==> src/hdl/net_pkg.sv <==
// Shared types, codes and character classes for the notation element tokenizer.
`default_nettype none
package net_pkg;

  localparam int unsigned FIELD_LEN_DEF = 12;

  typedef enum logic [3:0] {
    MODE_IDLE = 4'd0,
    MODE_PF   = 4'd1,
    MODE_ZW   = 4'd2,
    MODE_MW   = 4'd3,
    MODE_SW   = 4'd4,
    MODE_FW   = 4'd5,
    MODE_FC   = 4'd6,
    MODE_ORN  = 4'd7,
    MODE_AMP  = 4'd8,
    MODE_DONE = 4'd9
  } mode_t;

  typedef enum logic [2:0] {
    ACT_SKIP   = 3'd0,
    ACT_START  = 3'd1,
    ACT_CONT   = 3'd2,
    ACT_ERR    = 3'd3,
    ACT_BEYOND = 3'd4
  } act_t;

  typedef enum logic [3:0] {
    KIND_NONE   = 4'd0,
    KIND_PF     = 4'd1,
    KIND_Z      = 4'd2,
    KIND_MEZZO  = 4'd3,
    KIND_ARPEG  = 4'd4,
    KIND_FINGER = 4'd5,
    KIND_ORN    = 4'd6,
    KIND_SINGLE = 4'd7,
    KIND_AMP    = 4'd8
  } kind_t;

  // One result item
  typedef struct packed {
    logic [3:0] element_count;
    logic       amp_counted;
    kind_t      elem_kind;
    act_t       action;
  } net_res_t;

  function automatic logic is_alnum(input logic [7:0] c);
    return ((c >= "0") && (c <= "9")) || ((c >= "A") && (c <= "Z")) ||
           ((c >= "a") && (c <= "z"));
  endfunction

  function automatic logic is_single_mark(input logic [7:0] c);
    logic hit;
    hit = 1'b0;
    case (c) inside
      "-", "(", ")", "[", "]", "{", "}", "z", "x", "*", "!", "v", "n", "o",
      "O", "Q", "A", "V", ">", ".", "_", "=", "i", "'", "F", "E", "R", "^",
      "+": hit = 1'b1;
      default: hit = 1'b0;
    endcase
    return hit;
  endfunction

  function automatic logic is_ornament(input logic [7:0] c);
    logic hit;
    hit = 1'b0;
    case (c) inside
      "t", "r", "k", "w", "~", "c", "M", "j": hit = 1'b1;
      default: hit = 1'b0;
    endcase
    return hit;
  endfunction

endpackage
`default_nettype wire

==> src/hdl/net_scan_core.sv <==
// Scan state registers and per-character classification logic.
`default_nettype none
module net_scan_core #(
  parameter int unsigned FIELD_LEN = net_pkg::FIELD_LEN_DEF
) (
  input  wire logic              clk,
  input  wire logic              rst_n,
  input  wire logic              step_en,
  input  wire logic [7:0]        ch,
  input  wire logic              field_start,
  input  wire logic              field_end,
  output net_pkg::net_res_t      res
);

  localparam logic [4:0] FL = 5'(FIELD_LEN);
  localparam logic [3:0] COL_MAX = 4'hF;

  net_pkg::mode_t mode_r, mode_nxt;
  logic [3:0]     col_r, col_nxt;
  logic [3:0]     cnt_r, cnt_nxt;

  net_pkg::mode_t m0;
  logic [3:0]     col0, cnt0, cnt1, cnt2, cnt3;
  logic           beyond, last;
  logic           handled, amp_a, st_cnt;
  net_pkg::act_t  act_c, st_act, act_f;
  net_pkg::kind_t kind_c, st_kind, kind_f;
  net_pkg::mode_t next_c, st_next, pre_next;
  logic           amp_f;

  function automatic logic [3:0] sat_inc(input logic [3:0] v);
    return ({1'b0, v} < FL) ? v + 4'd1 : v;
  endfunction

  always_comb begin
    m0   = field_start ? net_pkg::MODE_IDLE : mode_r;
    col0 = field_start ? 4'd0 : col_r;
    cnt0 = field_start ? 4'd0 : cnt_r;

    beyond = (m0 == net_pkg::MODE_DONE) || ({1'b0, col0} >= FL);
    last   = field_end || (({1'b0, col0} + 5'd1) >= FL);

    // continuation of the element in progress
    handled = 1'b0;
    amp_a   = 1'b0;
    act_c   = net_pkg::ACT_CONT;
    kind_c  = net_pkg::KIND_NONE;
    next_c  = net_pkg::MODE_IDLE;
    unique case (m0)
      net_pkg::MODE_PF: begin
        if (ch == "p" || ch == "f") begin
          handled = 1'b1; kind_c = net_pkg::KIND_PF; next_c = net_pkg::MODE_PF;
        end
      end
      net_pkg::MODE_ZW: begin
        if (ch == "p") begin
          handled = 1'b1; kind_c = net_pkg::KIND_Z;
        end
      end
      net_pkg::MODE_MW: begin
        handled = 1'b1;
        kind_c  = net_pkg::KIND_MEZZO;
        act_c   = (ch == "p" || ch == "f") ? net_pkg::ACT_CONT : net_pkg::ACT_ERR;
      end
      net_pkg::MODE_SW: begin
        if (ch == "d") begin
          handled = 1'b1; kind_c = net_pkg::KIND_ARPEG;
        end
      end
      net_pkg::MODE_FW: begin
        if (ch == ":") begin
          handled = 1'b1; kind_c = net_pkg::KIND_FINGER; next_c = net_pkg::MODE_FC;
        end
      end
      net_pkg::MODE_FC: begin
        handled = 1'b1; kind_c = net_pkg::KIND_FINGER;
      end
      net_pkg::MODE_ORN: begin
        if (ch == "s" || ch == "f" || ch == "h" || ch == "u") begin
          handled = 1'b1; kind_c = net_pkg::KIND_ORN; next_c = net_pkg::MODE_ORN;
        end
      end
      net_pkg::MODE_AMP: begin
        if (net_pkg::is_alnum(ch)) begin
          handled = 1'b1; kind_c = net_pkg::KIND_AMP;
        end else begin
          amp_a = 1'b1;
        end
      end
      default: handled = 1'b0;
    endcase

    // fresh element start
    st_act  = net_pkg::ACT_START;
    st_kind = net_pkg::KIND_NONE;
    st_next = net_pkg::MODE_IDLE;
    st_cnt  = 1'b1;
    if (ch == " ") begin
      st_act = net_pkg::ACT_SKIP; st_cnt = 1'b0;
    end else if (ch == "p" || ch == "f") begin
      st_kind = net_pkg::KIND_PF; st_next = net_pkg::MODE_PF;
    end else if (ch == "Z") begin
      st_kind = net_pkg::KIND_Z; st_next = net_pkg::MODE_ZW;
    end else if (ch == "m") begin
      st_kind = net_pkg::KIND_MEZZO; st_next = net_pkg::MODE_MW;
    end else if (ch == "S") begin
      st_kind = net_pkg::KIND_ARPEG; st_next = net_pkg::MODE_SW;
    end else if (ch >= "1" && ch <= "5") begin
      st_kind = net_pkg::KIND_FINGER; st_next = net_pkg::MODE_FW;
    end else if (net_pkg::is_ornament(ch)) begin
      st_kind = net_pkg::KIND_ORN; st_next = net_pkg::MODE_ORN;
    end else if (net_pkg::is_single_mark(ch)) begin
      st_kind = net_pkg::KIND_SINGLE;
    end else if (ch == "&") begin
      // ampersand waits to see whether it swallows the next character
      st_kind = net_pkg::KIND_AMP; st_next = net_pkg::MODE_AMP; st_cnt = 1'b0;
    end else begin
      st_act = net_pkg::ACT_ERR; st_cnt = 1'b0;
    end

    cnt1     = amp_a ? sat_inc(cnt0) : cnt0;
    cnt2     = (!handled && st_cnt) ? sat_inc(cnt1) : cnt1;
    act_f    = handled ? act_c : st_act;
    kind_f   = handled ? kind_c : st_kind;
    pre_next = handled ? next_c : st_next;
    amp_f    = amp_a;
    cnt3     = cnt2;
    mode_nxt = pre_next;
    if (last) begin
      if (pre_next == net_pkg::MODE_AMP) begin
        amp_f = 1'b1;
        cnt3  = sat_inc(cnt2);
      end else if (pre_next == net_pkg::MODE_MW) begin
        act_f = net_pkg::ACT_ERR;
      end
      mode_nxt = net_pkg::MODE_DONE;
    end
    col_nxt = (col0 < COL_MAX) ? col0 + 4'd1 : col0;
    cnt_nxt = cnt3;

    if (beyond) begin
      res.action        = net_pkg::ACT_BEYOND;
      res.elem_kind     = net_pkg::KIND_NONE;
      res.amp_counted   = 1'b0;
      res.element_count = cnt0;
      mode_nxt          = m0;
      col_nxt           = col0;
      cnt_nxt           = cnt0;
    end else begin
      res.action        = act_f;
      res.elem_kind     = kind_f;
      res.amp_counted   = amp_f;
      res.element_count = cnt3;
    end
  end

  always_ff @(posedge clk) begin
    if (!rst_n) begin
      mode_r <= net_pkg::MODE_IDLE;
      col_r  <= 4'd0;
      cnt_r  <= 4'd0;
    end else if (step_en) begin
      mode_r <= mode_nxt;
      col_r  <= col_nxt;
      cnt_r  <= cnt_nxt;
    end
  end

  a_cnt_bound: assert property (@(posedge clk) disable iff (!rst_n)
    {1'b0, cnt_r} <= FL)
    else $error("element count above field length");

  a_end_done: assert property (@(posedge clk) disable iff (!rst_n)
    step_en && !beyond && last |=> mode_r == net_pkg::MODE_DONE)
    else $error("scan not done after last character");

  a_beyond_quiet: assert property (@(posedge clk) disable iff (!rst_n)
    step_en && beyond |-> res.elem_kind == net_pkg::KIND_NONE && !res.amp_counted)
    else $error("beyond-field result carries element data");

  a_cont_kind: assert property (@(posedge clk) disable iff (!rst_n)
    step_en && res.action == net_pkg::ACT_CONT |-> res.elem_kind != net_pkg::KIND_NONE)
    else $error("continuation without element kind");

endmodule
`default_nettype wire

==> src/hdl/notation_element_tokenizer_top.sv <==
// An accepted input request passes through the input register, then the result
// register, before the result is valid.
// Throughput: one character per cycle while the result is not stalled.
// A result stalled by out_tready holds the input register and drops in_tready.
// Reset (rst_n low, synchronous) empties both registers and returns the scan
// to idle with column and element count at zero.
`default_nettype none
module notation_element_tokenizer_top #(
  parameter int unsigned FIELD_LEN = net_pkg::FIELD_LEN_DEF
) (
  input  wire logic        clk,
  input  wire logic        rst_n,
  input  wire logic        in_tvalid,
  output logic             in_tready,
  input  wire logic [7:0]  in_tdata,   // [7:0] ch
  input  wire logic        in_tuser,   // field_start
  input  wire logic        in_tlast,   // field_end
  output logic             out_tvalid,
  input  wire logic        out_tready,
  output logic [15:0]      out_tdata   // [2:0] action, [6:3] elem_kind,
                                       // [7] amp_counted, [11:8] element_count
);

  logic             in_valid_r;
  logic [7:0]       in_ch_r;
  logic             in_fs_r, in_fe_r;
  logic             out_valid_r;
  net_pkg::net_res_t out_res_r, res;
  logic             advance, in_take;

  assign advance   = in_valid_r && (!out_valid_r || out_tready);
  assign in_tready = !in_valid_r || advance;
  assign in_take   = in_tvalid && in_tready;

  net_scan_core #(.FIELD_LEN(FIELD_LEN)) u_core (
    .clk         (clk),
    .rst_n       (rst_n),
    .step_en     (advance),
    .ch          (in_ch_r),
    .field_start (in_fs_r),
    .field_end   (in_fe_r),
    .res         (res)
  );

  always_ff @(posedge clk) begin
    if (!rst_n) begin
      in_valid_r  <= 1'b0;
      out_valid_r <= 1'b0;
    end else begin
      if (in_take) begin
        in_valid_r <= 1'b1;
      end else if (advance) begin
        in_valid_r <= 1'b0;
      end
      if (advance) begin
        out_valid_r <= 1'b1;
      end else if (out_tready) begin
        out_valid_r <= 1'b0;
      end
    end
  end

  always_ff @(posedge clk) begin
    if (in_take) begin
      in_ch_r <= in_tdata;
      in_fs_r <= in_tuser;
      in_fe_r <= in_tlast;
    end
    if (advance) begin
      out_res_r <= res;
    end
  end

  assign out_tvalid = out_valid_r;
  assign out_tdata  = {4'd0, out_res_r.element_count, out_res_r.amp_counted,
                       out_res_r.elem_kind, out_res_r.action};

endmodule
`default_nettype wire

==> config.mk <==
export PLATFORM = sky130hd
export DESIGN_NAME = notation_element_tokenizer_top
export DESIGN_NICKNAME = d
export VERILOG_FILES = /design/src/hdl/net_pkg.sv /design/src/hdl/net_scan_core.sv /design/src/hdl/notation_element_tokenizer_top.sv
export SDC_FILE = /design/constraint.sdc
export NUM_CORES = 1
export LEC_CHECK = 0
export ABC_CLOCK_PERIOD_IN_PS = 3300
export BUFFER_PORTS_ARGS = -buffer_cell sky130_fd_sc_hd__buf_2
export CAP_MARGIN = 10
export CORE_ASPECT_RATIO = 0.7
export CORE_MARGIN = 5
export CORE_UTILIZATION = 40
export CTS_CLUSTER_SIZE = 24
export DETAILED_ROUTE_END_ITERATION = 7
export GPL_TIMING_DRIVEN = 0
export PLACE_DENSITY_LB_ADDON = 0.12
export SYNTH_ARGS = -nofsm -noshare
export SYNTH_HDL_FRONTEND = slang
export SYNTH_SLANG_ARGS = --single-unit
export TNS_END_PERCENT = 30
==> constraint.sdc <==
create_clock -name clk -period 3.3 [get_ports clk]
set_input_delay 0.495 -clock clk [delete_from_list [all_inputs] [get_ports clk]]
set_output_delay 0.495 -clock clk [all_outputs]
set_load 0.005 [all_outputs]
==> impl_metrics.tcl, run 1 <==
set metrics [dict create \
    n_fill_cell 636 \
    finalCritPeriodShare_pct 103 \
    grt_use_met1_pct 28.0 \
    cts_tree "done" \
    met2_usage_pct 26.2 \
    powerDensity_nw_per_um2 315 \
    rows 25 \
    ys_types 74 \
    path_clk_slew_ns 0.08 \
    finClkSkew_ns 0.00774 \
    cts_num_sinks 36 \
    via_per_inst 5.67 \
    violations "setup timing" \
    ios 32 \
    slew_headroom_pct 59.1 \
    drt_iter0_drc 212 \
    maxCapViolations 0 \
    clkLatencyLatePin_ns 0.29 \
    grt_max_degree 14 \
    period_needed_ns 3.41 \
    synth_flop_cell "edfxtp_1" \
    root_buffer "clkbuf_8" \
    drtPass1Iterations 7 \
    grt_usage_pct 18.4 \
    syn_area_per_cell_sq_um 8.91 \
    grt.overflow.total 0 \
    rsz0062_at_grt "yes" \
    start_util_pct 41.2 \
    die_y_microns 80.0 \
    p_leak_nw 1.35 \
    insertedDiodeCount 0 \
    portBuffers 27 \
    ir_worst_vdd_v 0.000187 \
    drtAntennaViolNets 0 \
    tightest_slew_ns 0.612 \
    clock_path_buffers 2 \
    path_max_fanout 3 \
    hold_path_class "in2reg" \
    netlist_top_cells_count "nand2_1 (31), edfxtp_1 (22), a21oi_1 (18)" \
    dp_slack_ns -0.498 \
    syn-cell-area_sq_um 2800 \
    ys_warn_count 0 \
    antenna_found_initial 0 \
    dp.cells 438 \
    h-tree-depth 2 \
    endpoint_kind "register" \
    status "finished with violations" \
    vias 2612 \
    grt_util_met3_pct 3.80 \
    grt-busiest-layer "met1" \
    synth_edf_count 22 \
    crit_path_max_incr_delay_ns 0.43 \
    cts_buffers 5 \
    nets 385 \
    drive_gt1_share_pct 31.3 \
    crit_slowest_cell "edfxtp_1" \
    critPathKind "reg2reg" \
    critical-path-top-delay-family "simple AND/OR/NAND/NOR gates" \
    wire_per_inst_microns 16.3 \
    yosysMostFrequentCell "nand2_1" \
    yosysSeqAreaShare_pct 33.6 \
    synth-async-reset-ratio_pct 0 \
    routed_wl_microns 7520 \
    postCtsHoldBufs 0 \
    syn_inst 314 \
    hold_viol 0 \
    drcViolationCount 0 \
    synth_area_leader_cell "edfxtp_1" \
    arrival_ns 3.45 \
    crit_path_cell_trace "buf_6, nor4_4, nor2b_4, o31ai_4, a21o_1, mux2_4, ha_4, or4_4, o21a_1, ha_2, nand2_2, o21ai_2, mux2i_2, o31ai_2" \
    globalplace.congestion 0.904 \
    fp.coreArea_sq_um 6790 \
    synth_top_area_share_pct 23.6 \
    setup_viol 2 \
    fmax_mhz 293 \
    grt_pass1_wl_microns 12700 \
    synth_area_leaders "edfxtp_1 (24%), dfxtp_1 (10%), nand2_1 (4.2%)" \
    cp_num_buf_inv 1 \
    crit_path_start_kind "register" \
    syn_to_final_growth_pct 24.1 \
    grt_pass1_vias 2506 \
    layout.cells.non_filler 461 \
    dieArea_sq_um 8790 \
    synth.ff_latch_count 36 \
    post-dp-hpwl_microns 5400 \
    die-width_microns 110 \
    worstPathRequired_ns 3.34 \
    fin_ws_ns -0.112 \
    final-max-slew-violation-count 0 \
]
==> cells in the final DEF, fill, tap and decap left out, drive strengths merged, types with 3 or more instances in the layout <==
master  netlist  final
nand4         4      4
or3b          3      3
edfxtp       22     22
nand2b       10     10
o211ai        4      4
o31ai         3      3
o21a          5      5
ha            5      5
nor3          7      7
nand3b        4      4
o21ai        14     14
conb          1      4
nor3b         7      7
or4b          3      3
o211a         3      3
nor2b        16     16
clkbuf        5     12
mux2i         4      4
nor4bb        5      5
a21oi        18     18
a31oi        11     11
and2          3      3
nand4b        3      3
nor4          4      4
dfxtp        14     14
inv           9     10
nand3        11     11
nor2         16     16
nor4b         4      4
nand2        31     31
buf          21     63
==> cell families after synthesis <==
kind of cell	after synthesis	share of synthesized area, %
AND/OR/NAND/NOR	147	33.7
AO/OA/AOI/OAI	81	20.0
flip-flops	36	33.6
buffers and inverters	35	7.25
adder cells (fa/ha/maj)	5	2.24
multiplexers	5	1.83
XOR/XNOR	4	1.25
other	1	0.134
==> metrics by stage <==
step	setup TNS [ns]	util (%)	hold WS, ns	area, sq um	power [mW]
3_5_place_dp	-1.22	45.4	0.478	3080	0.731
3_3_place_gp	-1.39	45.4	0.474	3080	0.729
4_1_cts	-0.0757	50.1	0.372	3400	1.09
6_report	-0.217	51.1	0.382	3470	1.09
5_1_grt	-0.697	51.1	0.364	3470	1.16
2_1_floorplan	0	-	0.457	2830	0.673
==> flip-flops by register name, indices dropped and copies added, names as in the netlist, 4 cells and up <==
register	count
u_core.mode_r	4
u_core.cnt_r	4
out_tdata	12
in_ch_r	8
u_core.col_r	4
==> routing by layer <==
metal / wire, microns / up-vias
met5: 0 / -
met4: 63 / 0
met3: 467 / 6
met2: 3080 / 82
met1: 3900 / 1242
li1: - / 1282
==> power by group <==
group	internal (mW)	total, mW	leakage (nW)	switching (mW)
Clock	0.170	0.331	0.0488	0.160
Sequential	0.505	0.523	0.321	0.0177
Combinational	0.107	0.237	0.983	0.130
==> what timing repair did <==
item / 4_1_cts / 5_1_grt
pin swaps: 8 / 4
cloned: 1 / 0
hold endpoints to repair: 0 / 0
setup buffers: 13 / 1
gates resized for setup: 25 / 16
endpoints found under the setup margin: 4 / 4
==> final timing paths <==
kind	from	to	slack (ns)	cells after the start
worst max-delay path	in_ch_r[1]$_DFFE_PP_	out_tdata[10]$_DFFE_PP_	-0.11	14
worst min-delay path	in_tdata[6]	in_ch_r[6]$_DFFE_PP_	0.38	1
worst max register to register	in_ch_r[1]$_DFFE_PP_	out_tdata[10]$_DFFE_PP_	-0.11	14
worst min register to register	u_core.cnt_r[2]$_SDFFE_PN0P_	u_core.cnt_r[2]$_SDFFE_PN0P_	0.49	2
==> worst register-to-register path: cells and delay by family, from the launching register on <==
family,cells,cell delay (ns)
buf+inv,1,0.15
flops,1,0.43
simple gates,4,1.06
fa+ha+maj,2,0.38
mux,2,0.55
compound gates,5,0.61
==> layout make-up <==
| cell class | count | area, sq um | area share, % |
|---|---|---|---|
| buffer | 26 | 193 | 5.55 |
| tap | 94 | 118 | 3.39 |
| clock buffer | 7 | 86.3 | 2.49 |
| inverter | 9 | 33.8 | 0.974 |
| sequential | 36 | 941 | 27.1 |
| clock inverter | 1 | 6.26 | 0.180 |
| timing repair buffer | 42 | 249 | 7.18 |
| multi-input combinational | 246 | 1840 | 53.1 |
No activity file was read; power rests on OpenSTA's default activity.
==> run 2: changes to the inputs <==
- MAX_ROUTING_LAYER: not set -> met4
==> impl_metrics.tcl, run 2 (synthesized netlist as in run 1, its figures left out) <==
set metrics [dict create \
    endpoint_kind "register" \
    n_fill_cell 649 \
    met2WireLength_microns 3120 \
    layout.cells.non_filler 468 \
    dp.cells 438 \
    fin_hold_ws_ns 0.380 \
    switching_share_pct 29.2 \
    cts_tree "done" \
    critical-path-top-delay-family "simple AND/OR/NAND/NOR gates" \
    largest_reg_flops 12 \
    postCtsHoldBufs 0 \
    cp_num_buf_inv 1 \
    period_needed_ns 3.44 \
    rrSetupSlack_ns -0.14 \
    m1WireLength_microns 3840 \
    drtPass1Iterations 5 \
    drive_gt1_share_pct 32.4 \
    maxCapViolations 0 \
    arrival_ns 3.48 \
    grt_pass1_vias 2576 \
    p_int_uw 761 \
    crit_path_max_incr_delay_ns 0.42 \
    post-dp-hpwl_microns 5460 \
    syn_to_final_growth_pct 24.6 \
    reg2reg_to "out_tdata[10]$_DFFE_PP_" \
    vias 2624 \
    min_path_cells 1 \
    setup_viol 2 \
    start_util_pct 41.2 \
    final_cell_mix "buf_4 (32), buf_2 (32), nand2_1 (27), edfxtp_1 (22), a21oi_1 (16)" \
    grt_usage_pct 19.4 \
    pwr-share-seq_pct 48.4 \
    fin_util_pct 51.3 \
    p_leak_nw 1.37 \
    drtAntennaViolNets 0 \
    worstHoldStart "in_tlast" \
    die-width_microns 110 \
    fin_ws_ns -0.143 \
    ios 32 \
    h-tree-depth 2 \
    drt_iter0_drc 214 \
    crit_path_cell_trace "buf_6, nor4_4, nor2b_4, o31ai_4, a21o_1, mux2_4, ha_4, or4_4, o21a_1, ha_2, nand2_2, o21ai_1, mux2i_1, o31ai_2" \
    clkLatencyLatePin_ns 0.29 \
    crit_path_start_kind "register" \
    fin_tns_setup_ns -0.282 \
    routed_wl_microns 7510 \
    path_max_fanout 3 \
    clock_path_buffers 2 \
    p_clk_share_pct 29.2 \
    dieArea_sq_um 8790 \
    final-max-slew-violation-count 0 \
    hold-path-endpoint "in_fe_r$_DFFE_PP_" \
    comb_power_share_pct 22.4 \
    reg2reg_depth 14 \
    root_buffer "clkbuf_8" \
    rsz0062_at_grt "yes" \
    powerDensity_nw_per_um2 308 \
    insertedDiodeCount 0 \
    crit_slowest_cell "or4_4" \
    cts_buffers 5 \
    wire_per_inst_microns 16.1 \
    finClkSkew_ns 0.00997 \
    cts_num_sinks 36 \
    path_clk_slew_ns 0.08 \
    globalplace.congestion 0.919 \
    critPathKind "reg2reg" \
    slew_headroom_pct 56.8 \
    fmax_mhz 290 \
    antenna_found_initial 0 \
    grt_max_degree 14 \
    dp_slack_ns -0.543 \
    nets 392 \
    r2r-start "in_ch_r[0]$_DFFE_PP_" \
    top_layer "met4" \
    status "finished with violations" \
    fp.coreArea_sq_um 6790 \
    ir_worst_vdd_v 0.000227 \
    via_per_inst 5.61 \
    die_y_microns 80.0 \
    hold_viol 0 \
    grt_pass1_wl_microns 13100 \
    worstPathRequired_ns 3.34 \
    finalCritPeriodShare_pct 104 \
    grt.overflow.total 0 \
    hold_path_class "in2reg" \
    wl_met3_microns 509 \
    drcViolationCount 0 \
    violations "setup timing" \
    p_sw_uw 314 \
    tightest_slew_ns 0.647 \
    rows 25 \
    portBuffers 27 \
]
run 2: power by group through the flow:
stage	Combinational, mW	Clock (mW)	Sequential [mW]
2_1_floorplan	0.144	0	0.530
3_3_place_gp	0.197	0	0.532
3_5_place_dp	0.198	0	0.533
4_1_cts	0.235	0.322	0.520
5_1_grt	0.266	0.353	0.523
6_report	0.241	0.314	0.520
run 2: how the worst max path moves through the flow:
stage	startpoint	end	slack [ns]	cells after the start
after floorplan	in_ch_r[1]$_DFFE_PP_	out_tdata[10]$_DFFE_PP_	0.02	13
after global placement	in_ch_r[4]$_DFFE_PP_	out_tdata[10]$_DFFE_PP_	-0.56	13
after detailed placement	in_ch_r[4]$_DFFE_PP_	out_tdata[10]$_DFFE_PP_	-0.54	13
after CTS	in_ch_r[0]$_DFFE_PP_	out_tdata[10]$_DFFE_PP_	-0.04	14
after global routing	in_ch_r[4]$_DFFE_PP_	u_core.cnt_r[2]$_SDFFE_PN0P_	-0.32	15
final	in_ch_r[0]$_DFFE_PP_	out_tdata[10]$_DFFE_PP_	-0.14	14
run 2: worst register-to-register path, stage by stage (launching register included):
cell and delay (ns):
edfxtp_1 0.41, buf_6 0.14, nor4_4 0.34, nor2b_4 0.26, o31ai_4 0.07, a21o_1 0.23, mux2_4 0.34, ha_4 0.21
or4_4 0.42, o21a_1 0.12, ha_2 0.17, nand2_2 0.06, o21ai_1 0.06, mux2i_1 0.24, o31ai_2 0.12
run 2: area by class of cell:
class / instances / area, sq um / area share [%]
flip-flops and latches: 36 / 941 / 27.0
inverters: 9 / 33.8 / 0.969
clock inverters: 3 / 18.8 / 0.539
multi-input cells: 246 / 1820 / 52.1
repair buffers: 49 / 304 / 8.73
plain buffers: 26 / 185 / 5.31
clock buffers: 5 / 68.8 / 1.97
well taps: 94 / 118 / 3.38
run 2: layer usage:
layer	track usage, %	up-vias
li1	-	1300
met1	28.6	1217
met2	27.6	103
met3	3.96	4
met4	2.99	0
met5	-	-
run 2: per-stage QoR:
| stage | total power, mW | area, sq um |
|---|---|---|
| after floorplan | 0.673 | 2830 |
| after global placement | 0.729 | 3080 |
| after detailed placement | 0.731 | 3080 |
| after CTS | 1.08 | 3460 |
| after global routing | 1.14 | 3480 |
| final | 1.07 | 3480 |
run 2: repair_timing:
action / 4_1_cts / 5_1_grt
pin swaps: 9 / 2
setup endpoints to repair: 4 / 5
gates resized for setup: 31 / 6
setup buffers: 21 / 1
cloned: 0 / 0
==> run 3: changes to the inputs <==
- PLACE_DENSITY: not set -> 0.64
- PLACE_DENSITY_LB_ADDON: 0.12 -> not set
- REMOVE_ABC_BUFFERS: not set -> 1
==> impl_metrics.tcl, run 3 (synthesized netlist as in run 1, its figures left out) <==
set metrics [dict create \
    status "finished with violations" \
    violations "setup timing" \
    slew_headroom_pct 25.0 \
    p_int_uw 776 \
    drcViolationCount 0 \
    grt_pass1_wl_microns 12700 \
    portBuffers 27 \
    m1WireLength_microns 3980 \
    via_per_inst 5.87 \
    fin_hold_ws_ns 0.378 \
    pwr-share-seq_pct 47.4 \
    mostFrequentLayoutCell "buf_4" \
    reg2reg_to "out_tdata[10]$_DFFE_PP_" \
    ir_worst_vdd_v 0.000247 \
    crit_slowest_cell "or4_4" \
    path_clk_slew_ns 0.09 \
    cts_num_sinks 36 \
    start_util_pct 41.2 \
    postCtsHoldBufs 0 \
    rrSetupSlack_ns -0.08 \
    ios 32 \
    rows 25 \
    grt_max_degree 18 \
    top_layer "met4" \
    grt.overflow.total 0 \
    r2r-start "in_ch_r[0]$_DFFE_PP_" \
    maxCapViolations 0 \
    post-dp-hpwl_microns 4820 \
    critPathKind "reg2reg" \
    nets 394 \
    reg2reg_depth 13 \
    routed_wl_microns 8030 \
    vias 2758 \
    comb_power_share_pct 24.2 \
    final_cell_mix "buf_4 (44), nand2_1 (28), buf_2 (27), edfxtp_1 (22), a21oi_1 (18)" \
    wl_met3_microns 763 \
    drive_gt1_share_pct 35.4 \
    powerDensity_nw_per_um2 302 \
    wire_per_inst_microns 17.1 \
    root_buffer "clkbuf_8" \
    crit_path_cell_trace "buf_6, buf_8, and3_1, o31a_1, or4_4, or3_4, and4_4, nor2_4, ha_4, nand2_2, o21ai_2, mux2i_2, o31ai_2" \
    dp.cells 412 \
    largest_reg_flops 12 \
    grt_usage_pct 18.9 \
    switching_share_pct 29.6 \
    finClkSkew_ns 0.0174 \
    antenna_found_initial 0 \
    arrival_ns 3.49 \
    finalCritPeriodShare_pct 102 \
    drtPass1Iterations 5 \
    fp.coreArea_sq_um 6790 \
    crit_path_max_incr_delay_ns 0.56 \
    hold_viol 0 \
    worstHoldStart "in_tdata[3]" \
    endpoint_kind "register" \
    drtAntennaViolNets 0 \
    p_clk_share_pct 28.3 \
    setup_viol 2 \
    crit_path_start_kind "register" \
    insertedDiodeCount 0 \
    globalplace.congestion 0.950 \
    dieArea_sq_um 8790 \
    cts_buffers 5 \
    worstPathRequired_ns 3.41 \
    cts_tree "done" \
    grt_pass1_vias 2485 \
    die_y_microns 80.0 \
    syn_to_final_growth_pct 30.4 \
    h-tree-depth 2 \
    min_path_cells 1 \
    p_leak_nw 1.40 \
    finalPower_mw 1.10 \
    path_max_fanout 10 \
    p_sw_uw 326 \
    hold-path-endpoint "in_ch_r[3]$_DFFE_PP_" \
    rsz0062_at_grt "yes" \
    final-max-slew-violation-count 0 \
    tightest_slew_ns 1.12 \
    met2WireLength_microns 3240 \
    hold_path_class "in2reg" \
    die-width_microns 110 \
    period_needed_ns 3.38 \
    clock_path_buffers 2 \
    drt_iter0_drc 281 \
    fmax_mhz 296 \
    fin_ws_ns -0.0797 \
    layout.cells.non_filler 470 \
    clkLatencyLatePin_ns 0.30 \
]
-- run 3: cell type report --
| type | instances | area, sq um |
|---|---|---|
| Fill cell | 611 | 3140 |
| Tap cell | 94 | 118 |
| Timing Repair Buffer | 77 | 537 |
| Sequential cell | 36 | 941 |
| Clock inverter | 3 | 18.8 |
| Inverter | 9 | 33.8 |
| Multi-Input combinational cell | 246 | 1930 |
| Clock buffer | 5 | 68.8 |
-- run 3: per-stage QoR --
stage	setup TNS, ns	utilization [%]	setup slack, ns	area [sq um]
global placement	-2.77	42.6	-0.861	2890
floorplan	-0.532	-	-0.253	2640
global route	-0.318	53.7	-0.191	3650
finish	-0.0924	53.7	-0.0797	3650
detailed placement	-2.48	42.6	-0.795	2890
CTS	-0.0145	51.0	-0.0145	3460
-- run 3: how the worst max path moves through the flow --
stage                    startpoint                 endpoint  slack, ns  depth (start not counted)
6_report       in_ch_r[0]$_DFFE_PP_  out_tdata[10]$_DFFE_PP_      -0.08                         13
5_1_grt        in_ch_r[0]$_DFFE_PP_  out_tdata[10]$_DFFE_PP_      -0.19                         14
4_1_cts        in_ch_r[1]$_DFFE_PP_  out_tdata[10]$_DFFE_PP_      -0.01                         15
3_5_place_dp   in_ch_r[3]$_DFFE_PP_  out_tdata[10]$_DFFE_PP_      -0.79                         13
3_3_place_gp   in_ch_r[0]$_DFFE_PP_  out_tdata[10]$_DFFE_PP_      -0.86                         13
2_1_floorplan  in_ch_r[3]$_DFFE_PP_  out_tdata[10]$_DFFE_PP_      -0.25                         13
-- run 3: what timing repair did --
item,in CTS,in global routing
pin swaps,10,14
setup endpoints to repair,5,4
gates resized for setup,39,22
hold endpoints to repair,0,0
setup buffers,39,11
-- run 3: worst max-delay path: cells and delay by family, from the launching register on --
kind	cells	cell delay (ns)
muxes	1	0.11
DFF	1	0.50
and+or+nand+nor	6	1.48
adders and majority gates	1	0.14
buffers and inverters	2	0.33
AOI/OAI and AO/OA	3	0.63
-- run 3: power groups by stage --
stage / Combinational [mW] / Sequential [mW] / Clock [mW]
2_1_floorplan: 0.107 / 0.546 / 0
3_3_place_gp: 0.147 / 0.557 / 0
3_5_place_dp: 0.148 / 0.559 / 0
4_1_cts: 0.235 / 0.521 / 0.321
5_1_grt: 0.288 / 0.526 / 0.346
6_report: 0.267 / 0.523 / 0.312
-- run 3: layer usage --
| metal | global-route usage (%) | vias up |
|---|---|---|
| li1 | - | 1305 |
| met1 | 28.8 | 1304 |
| met2 | 24.8 | 141 |
| met3 | 4.37 | 8 |
| met4 | 3.86 | 0 |
| met5 | - | - |
